[config.mk]
export PLATFORM = sky130hd
export DESIGN_NAME = ihalu_div_step
export DESIGN_NICKNAME = d
export VERILOG_FILES = /design/src/rtl/core/ihalu_pkg.sv /design/src/rtl/core/ihalu_div_step.sv
export SDC_FILE = /design/constraint.sdc
export NUM_CORES = 1
export LEC_CHECK = 0
export BUFFER_PORTS_ARGS = -buffer_cell sky130_fd_sc_hd__buf_2
export CAP_MARGIN = 10
export CORE_MARGIN = 2
export CORE_UTILIZATION = 52
export DETAILED_ROUTE_END_ITERATION = 6
export PLACE_DENSITY = 0.82
export SYNTH_ARGS = -nofsm -noshare
export SYNTH_HDL_FRONTEND = slang
export SYNTH_SLANG_ARGS = --single-unit
[constraint.sdc]
create_clock -name clk -period 12.95 [get_ports clk]
set_input_delay 3.2375 -clock clk [delete_from_list [all_inputs] [get_ports clk]]
set_output_delay 3.2375 -clock clk [all_outputs]
set_load 0.1 [all_outputs]
[src/rtl/core/ihalu_pkg.sv]
// Shared types, command codes and bit-count helpers for the integer helper ALU.
// Used by ihalu_div_step, integer_helper_alu and the testbench; no dependencies.
package ihalu_pkg;

  localparam int unsigned DataW    = 64;
  localparam int unsigned CmdW     = 5;
  localparam int unsigned DivSteps = DataW;

  typedef enum logic [CmdW-1:0] {
    CMD_DIV32   = 5'd0,
    CMD_REM32   = 5'd1,
    CMD_DIVU32  = 5'd2,
    CMD_REMU32  = 5'd3,
    CMD_SHL     = 5'd4,
    CMD_SHR     = 5'd5,
    CMD_SAR     = 5'd6,
    CMD_DIV64   = 5'd7,
    CMD_REM64   = 5'd8,
    CMD_DIVU64  = 5'd9,
    CMD_REMU64  = 5'd10,
    CMD_MULUH   = 5'd11,
    CMD_MULSH   = 5'd12,
    CMD_CLZ32   = 5'd13,
    CMD_CTZ32   = 5'd14,
    CMD_CLZ64   = 5'd15,
    CMD_CTZ64   = 5'd16,
    CMD_CLRSB32 = 5'd17,
    CMD_CLRSB64 = 5'd18,
    CMD_POP32   = 5'd19,
    CMD_POP64   = 5'd20
  } cmd_e;

  // One pipeline slot. Non-divide results ride in quo.
  typedef struct packed {
    logic             vld;
    logic             is_div;
    logic             want_rem;
    logic             narrow;
    logic             neg_q;
    logic             neg_r;
    logic             fault;
    logic             is_mulu;
    logic             is_muls;
    logic [DataW-1:0] rem;
    logic [DataW-1:0] quo;
    logic [DataW-1:0] dvs;
  } stage_t;

  // Trailing zeros; 64 for zero.
  function automatic logic [6:0] ctz64(input logic [DataW-1:0] x);
    logic [DataW-1:0] low;
    logic [6:0]       idx;
    low = x & (~x + 64'd1);
    idx = '0;
    for (int i = 0; i < DataW; i++) begin
      if (low[i]) idx = idx | 7'(i);
    end
    if (x == '0) idx = 7'd64;
    return idx;
  endfunction

  // Leading zeros; 64 for zero.
  function automatic logic [6:0] clz64(input logic [DataW-1:0] x);
    logic [DataW-1:0] rev;
    for (int i = 0; i < DataW; i++) begin
      rev[i] = x[DataW-1-i];
    end
    return ctz64(rev);
  endfunction

  // Population count as a six-level adder tree.
  function automatic logic [6:0] pop64(input logic [DataW-1:0] x);
    logic [31:0][1:0] s1;
    logic [15:0][2:0] s2;
    logic [7:0][3:0]  s3;
    logic [3:0][4:0]  s4;
    logic [1:0][5:0]  s5;
    for (int i = 0; i < 32; i++) begin
      s1[i] = {1'b0, x[2*i]} + {1'b0, x[2*i+1]};
    end
    for (int i = 0; i < 16; i++) begin
      s2[i] = {1'b0, s1[2*i]} + {1'b0, s1[2*i+1]};
    end
    for (int i = 0; i < 8; i++) begin
      s3[i] = {1'b0, s2[2*i]} + {1'b0, s2[2*i+1]};
    end
    for (int i = 0; i < 4; i++) begin
      s4[i] = {1'b0, s3[2*i]} + {1'b0, s3[2*i+1]};
    end
    for (int i = 0; i < 2; i++) begin
      s5[i] = {1'b0, s4[2*i]} + {1'b0, s4[2*i+1]};
    end
    return {1'b0, s5[0]} + {1'b0, s5[1]};
  endfunction

endpackage

[src/rtl/core/ihalu_div_step.sv]
// One restoring-division step with its slot register.
// Depends on ihalu_pkg (stage_t).
module ihalu_div_step (
  input  logic            clk,
  input  logic            rst_n,
  input  logic            adv,
  input  ihalu_pkg::stage_t st_in,
  output ihalu_pkg::stage_t st_out
);
  import ihalu_pkg::*;

  stage_t          st_r, st_nxt;
  logic [DataW:0]  trial, diff;
  logic            ge;

  always_comb begin
    trial  = {st_in.rem, st_in.quo[DataW-1]};
    diff   = trial - {1'b0, st_in.dvs};
    ge     = ~diff[DataW];
    st_nxt = st_in;
    if (st_in.is_div) begin
      st_nxt.rem = ge ? diff[DataW-1:0] : trial[DataW-1:0];
      st_nxt.quo = {st_in.quo[DataW-2:0], ge};
    end
  end

  always_ff @(posedge clk) begin
    if (!rst_n) begin
      st_r.vld <= 1'b0;
    end else if (adv) begin
      st_r <= st_nxt;
    end
  end

  assign st_out = st_r;

endmodule

==> metrics, run 1 <==
Sequential cell area=6026 um2; CP max FO=48; max-cap violations=0; drt pass-1 iters=5; Synth Area in Compound Gates=0.1490; largest family of logic cells by synthesized area=compound AO/OA/AOI/OAI gates; Num CTS Buffers=23; Resized cells post-CTS=0; CP arrival=7470 ps; simple-gate portion of the synthesized area=0.1078; area delta synth->final=23.83%; Avg Inst Size Synth=10.49 um2; global-route wire length before repair=53590 um; net count after synthesis=1445; final setup vio count=0; CTS Sinks=201; final std cell area, no fill=15280 um2; area of the core=23400 um2; pre-CTS WS=5195 ps; hold buffer count at cts=0; Cells after Synth=1176; Worst Tran Pin Value=1187 ps; peak supply drop=109.9 uV; Hold Vio Cnt, Final=0; critical path required time=13210 ps; CTS max path bufs=3; Yosys top cell by area=edfxtp_1; flops & latches, synth=201; total gr overflow=0; IO Pins=405; GP Congestion=0.8925; H-tree Lvls=1; Final Max Tran Viols=0; # DRC=0; Synth Area in XOR/XNOR=0.03975; Area contributors post-synth=edfxtp_1, ha_1, mux2_2, a21oi_1, mux2i_1; P per Cell Area=144.1 nW/um2; largest net degree at the start of global routing=100; Nets=1818; commonest non-fill, non-tap cell in the layout=buf_2; startpoint types=input port; mux cell area share after synthesis=0.1008; vias per inst=5.655; CTS tree=yes; Post-synth EDFFs=200; Post-DP HPWL=27460 um; CP Capture Type=flop; antenna violations before repair=9; via count=10680; Setup Total Neg Slack=0 ps; Clock Tree Root=clkbuf_16; minimum clock period=7206 ps; Multi-input gate area=5725 um2; Period Utilization, post-route=0.5564; sequential area share after synthesis=0.4884; setup repair bufs after CTS=0; Fmax achieved=0.1388 GHz; fin util=0.6529; Yosys warnings=0; Fill cells=1918; status=finished, final reports clean; Total GRT Usage=0.2741; I/O Buffers=404; relative slew slack=0.2034; WL final=36320 um; Initial Utilization=0.5272; Final ANT Viol Nets=0; Yosys cell types=66; WL per Instance=19.23 um; share of synthesized registers carrying an async set or reset=0; final worst slack=5744 ps; Largest register FFs=201; Post-Synth Adder-Cell Area=0.06652; Setup CP Type=input port to flop; Cell Area, Synth=12340 um2; RSZ-0062 raised after global routing=no; most frequent cells in the layout=buf_2, edfxtp_1, a21oi_1; share of layout cells above drive strength 1=0.3289; Lkg Pwr=0.006652 uW; path category of the worst min-delay check=flop to flop; Die W=158.0 um; area share of the largest cell type after synthesis=0.4868; initial drt markers=734; Clock Skews=0 ps; Die Ht=158.0 um; worst skew pair latency=510 ps; dpl cell area=14550 um2; ys flop type=edfxtp_1; die area=24980 um2; vias in the first global route=10300; Site Rows=56; clk slew on worst S/H paths=60 ps
[final timing paths]
| path | from | end | slack (ps) | depth (start not counted) |
|---|---|---|---|---|
| max | st_in[19] | st_out[181]$_DFFE_PP_ | 5740 | 14 |
| min reg2reg | st_out[200]$_SDFFE_PN0P_ | st_out[200]$_SDFFE_PN0P_ | 530 | 2 |
| max reg2reg | st_out[200]$_SDFFE_PN0P_ | st_out[200]$_SDFFE_PN0P_ | 12360 | 2 |
| min | st_out[200]$_SDFFE_PN0P_ | st_out[200]$_SDFFE_PN0P_ | 530 | 2 |
[stage by stage]
step | power, uW | hold slack, ps | std cells
floorplan | 1431 | 980.7 | 1176
global placement | 1570 | 492.3 | 1843
detailed placement | 1580 | 524.5 | 1843
CTS | 2212 | 536.9 | 1885
global route | 2285 | 554.2 | 1889
finish | 2201 | 530.4 | 1889
[critical path: stages]
cell	delay [ps]
buf_2	90
inv_1	40
ha_1	390
nand2_1	120
or4_1	590
nor3_1	220
a32oi_1	180
a21oi_2	210
o21ai_2	90
mux2i_4	220
nor2_4	680
buf_4	720
mux2_1	370
mux2_2	260
[final cells by class]
class / count / share of cell area
sequential: 201 / 0.3944
multi-input combinational: 827 / 0.3747
timing repair buffer: 410 / 0.1357
clock buffer: 27 / 0.03865
tap: 319 / 0.02612
inverter: 86 / 0.02113
clock inverter: 15 / 0.008599
antenna: 4 / 0.0006551
[kinds of logic after synthesis]
logic type               Yosys count
AO/OA/AOI/OAI                    304
AND/OR/NAND/NOR                  287
flip-flops                       201
buffers and inverters            148
multiplexers                     115
adder cells (fa/ha/maj)           65
XOR/XNOR                          56
[power breakdown]
part           internal, uW  switching (uW)  total, uW  leakage, uW
registers               779            12.7        792      0.00189
clock network           366             262        628     0.000359
logic                   187             594        781      0.00440
[Yosys cell counts (17+ instances only)]
master and instances:
a31oi_1 21, ha_1 64, clkbuf_1 47, a21oi_1 120, edfxtp_1 200, o21ai_0 62
xnor2_1 27, nor2_1 105, mux2_2 63, nand3_1 19, nor2b_1 17, mux2i_1 50
inv_1 86, nand4_1 19, nand2_1 75, xor2_1 29
[layer usage]
layer	vias to the layer above	share of wire	track usage
met5	-	0.0017	0
met4	10	0.043	0.1154
met3	103	0.082	0.06132
met2	480	0.50	0.4903
met1	5003	0.38	0.3160
li1	5087	-	-
(Power assumes the default switching activity.)
==> run 2: changes to the inputs <==
--- a/config.mk
+++ b/config.mk
@@ -5,12 +5,13 @@
 export SDC_FILE = /design/constraint.sdc
 export NUM_CORES = 1
 export LEC_CHECK = 0
+export ABC_AREA = 1
 export BUFFER_PORTS_ARGS = -buffer_cell sky130_fd_sc_hd__buf_2
 export CAP_MARGIN = 10
 export CORE_MARGIN = 2
 export CORE_UTILIZATION = 52
 export DETAILED_ROUTE_END_ITERATION = 6
-export PLACE_DENSITY = 0.82
+export PLACE_DENSITY = 0.79
 export SYNTH_ARGS = -nofsm -noshare
 export SYNTH_HDL_FRONTEND = slang
 export SYNTH_SLANG_ARGS = --single-unit
==> constraint.sdc (replaced) <==
create_clock -name clk -period 7.31 [get_ports clk]
set_input_delay 1.8275 -clock clk [delete_from_list [all_inputs] [get_ports clk]]
set_output_delay 1.8275 -clock clk [all_outputs]
set_load 0.1 [all_outputs]
==> metrics, run 2 <==
status=finished, final reports clean; worst skew pair latency=510 ps (about the same); Nets=2833 (+56%); vias in the first global route=14390 (+40%); critical path's top delay family=simple AND/OR/NAND/NOR gates; Die Ht=172.0 um (+8.8%); Setup CP Type=input port to flop; IO Pins=405 (unchanged); final worst slack=2501 ps (-3243 ps); Worst Tran Pin Value=971.8 ps (-215.2 ps); P per Cell Area=232.3 nW/um2 (+61%); Fmax achieved=0.2080 GHz; GR peak layer=met2; Final Max Tran Viols=0 (unchanged); via count=15140 (+42%); Setup Total Neg Slack=0 ps (unchanged); RSZ-0062 raised after global routing=no; WL per Instance=18.17 um (-5.5%); Site Rows=61 (+8.9%); commonest non-fill, non-tap cell in the layout=nand2_1; Period Utilization, post-route=0.6578; startpoint types=input port; switch share=0.4159 (+0.02120); Clock Tree Root=clkbuf_16; largest net degree at the start of global routing=135 (+35%); Post-synth EDFFs=200 (unchanged); I/O Buffers=404 (unchanged); Cell Area, Synth=14680 um2 (+19%); relative slew slack=0.3521 (+0.1487); total gr overflow=0 (unchanged); net count after synthesis=2440 (+69%); antenna violations before repair=10 (+1); critical-path cell list=buf_2 -> inv_1 -> ha_1 -> fa_1 -> inv_1 -> nand2_1 -> nand2_1 -> nand3_1 -> nand2_1 -> nand2_1 -> nand2_2 -> nand2_1 -> nand2_2 -> nand2_2 -> nand2_1 -> nand2_1 -> nand2_2 -> buf_4 -> nand2_1 -> nand3_1 -> nand2_1; met1 Use GR=0.4476 (+0.1317); Die W=172.0 um (+8.8%); CP arrival=5080 ps (-2390 ps); Pint=2410 uW (+81%); Avg Inst Size Synth=6.761 um2 (-36%); # DRC=0 (unchanged); Yosys warnings=0 (unchanged); Hold Vio Cnt, Final=0 (unchanged); Post-DP HPWL=42660 um (+55%); peak supply drop=180.3 uV (+64%); synth cell count leaders=nand2_1, inv_1, edfxtp_1; most frequent CP cell=nand2_1; Bufs and invs on worst path=4 (+1); ys flop type=edfxtp_1; H-tree Lvls=1 (unchanged); hold buffer count at cts=0 (unchanged); CTS tree=yes; setup repair bufs after CTS=0 (unchanged); die area=29590 um2 (+18%); most frequent cells in the layout=nand2_1, inv_1, buf_2; clock share of power=0.291 (+0.006); share of synthesized registers carrying an async set or reset=0 (unchanged); CP max FO=35 (-27%); Lkg Pwr=0.009968 uW (+50%); area of the core=27780 um2 (+19%); critical path required time=7580 ps (-5630 ps); Largest stage delay, worst path=550 ps (-170 ps); drt pass-1 iters=6 (+1); sequential area share after synthesis=0.4105 (-0.07785); WL final=53880 um (+48%); Clock Skews=0 ps (unchanged); Num CTS Buffers=23 (unchanged); max-cap violations=0 (unchanged); final setup vio count=0 (unchanged); Fill cells=2623 (+37%); path category of the worst min-delay check=flop to flop; global-route wire length before repair=79670 um (+49%); met2 Use GR=0.5916 (+0.1013); Resized cells post-CTS=0 (unchanged); flops & latches, synth=201 (unchanged); clk slew on worst S/H paths=60 ps (about the same); Comb power frac=0.369 (+0.014); CTS Sinks=201 (unchanged); Cells after Synth=2171 (+85%); most common cell in the netlist=nand2_1; Total GRT Usage=0.3550 (+0.08095); CP Capture Type=flop; Flop pwr share=0.340 (-0.020); Yosys top cell by area=edfxtp_1; CTS max path bufs=3 (unchanged); GP Congestion=1.004 (+12%); initial drt markers=1483 (+100%); Yosys cell types=27 (-59%); routing usage on met3=0.06867 (+0.007346); Final ANT Viol Nets=0 (unchanged); minimum clock period=4809 ps; Largest register FFs=201 (unchanged); pre-CTS WS=2079 ps (-3116 ps); share of layout cells above drive strength 1=0.1790 (-0.1499); vias per inst=5.105 (-9.7%); Area contributors post-synth=edfxtp_1, nand2_1, inv_1, ha_1, nand3_1; area share of the largest cell type after synthesis=0.4092 (-0.07759); Psw=1716 uW (+98%); worst-path cell with the longest stage delay=buf_4; area delta synth->final=21.01%; Initial Utilization=0.5283 (+0.001115)
[run 2: cell types whose count changed after synthesis, sizes merged, moves of 12 or more]
cell / previous run / this run
nand2: 75 / 951
inv: 86 / 493
nand3: 19 / 114
a21oi: 121 / 51
mux2: 64 / 0
mux2i: 51 / 0
xor2: 29 / 6
clkbuf: 48 / 26
a31oi: 21 / 0
nor2b: 17 / 0
a21o: 16 / 0
o21a: 15 / 0
a211oi: 12 / 0
[run 2: worst paths after layout]
| kind | from | endpoint | cells after the start | slack [ps] |
|---|---|---|---|---|
| min | st_out[200]$_SDFFE_PN0P_ | st_out[200]$_SDFFE_PN0P_ | 2 | 590 |
| min reg2reg | st_out[200]$_SDFFE_PN0P_ | st_out[200]$_SDFFE_PN0P_ | 2 | 590 |
| max reg2reg | st_out[200]$_SDFFE_PN0P_ | st_out[200]$_SDFFE_PN0P_ | 2 | 6630 |
| max | st_in[127] | st_out[131]$_DFFE_PP_ | 21 | 2500 |
[run 2: cell type report]
cell class                 count  area, um2  area share
inverter                     493       1859      0.1047
sequential                   201       6026      0.3393
antenna                        6      15.01   0.0008453
clock buffer                  27      590.6     0.03325
clock inverter                15      177.7     0.01000
multi-input combinational   1436       6559      0.3693
timing repair buffer         409       2062      0.1161
tap                          378      473.0     0.02663
[run 2: per-stage QoR]
step | power, uW | hold WS [ps] | std cells | util | instance area, um2
global route | 4285 | 650.4 | 2965 | 0.6393 | 17760
floorplan | 2592 | 986.3 | 2171 | - | 14680
detailed placement | 2925 | 544.9 | 2917 | 0.6112 | 16980
global placement | 2905 | 537.4 | 2917 | 0.6112 | 16980
finish | 4126 | 588.2 | 2965 | 0.6393 | 17760
CTS | 4116 | 578.4 | 2959 | 0.6388 | 17750
[run 2: kinds of logic (layout without fill, tap and decap cells)]
logic type / Yosys count / after routing / synth area share
other: 0 / 6 / 0
buffers and inverters: 534 / 944 / 0.1426
AND/OR/NAND/NOR: 1212 / 1212 / 0.3278
flip-flops: 201 / 201 / 0.4105
adder cells (fa/ha/maj): 65 / 65 / 0.05592
AO/OA/AOI/OAI: 128 / 128 / 0.04467
XOR/XNOR: 31 / 31 / 0.01850
[run 2: power groups by stage]
| stage | logic (uW) | clock network (uW) | registers (uW) |
|---|---|---|---|
| floorplan | 542 | 0 | 2050 |
| global placement | 1480 | 0 | 1430 |
| detailed placement | 1500 | 0 | 1430 |
| CTS | 1510 | 1210 | 1400 |
| global route | 1620 | 1250 | 1410 |
| finish | 1520 | 1200 | 1400 |
[run 2: routing by layer]
layer,vias up,routed length (um),part of all wire
met2,711,25080,0.47
li1,7380,-,-
met1,6903,21740,0.40
met3,135,4598,0.085
met4,6,2415,0.045
met5,-,40,0.00074
[run 2: worst reg2reg max path, delay by kind of cell, from the launching register on]
kind            cells  cell delay (ps)
compound gates      2              250
flops               1              350
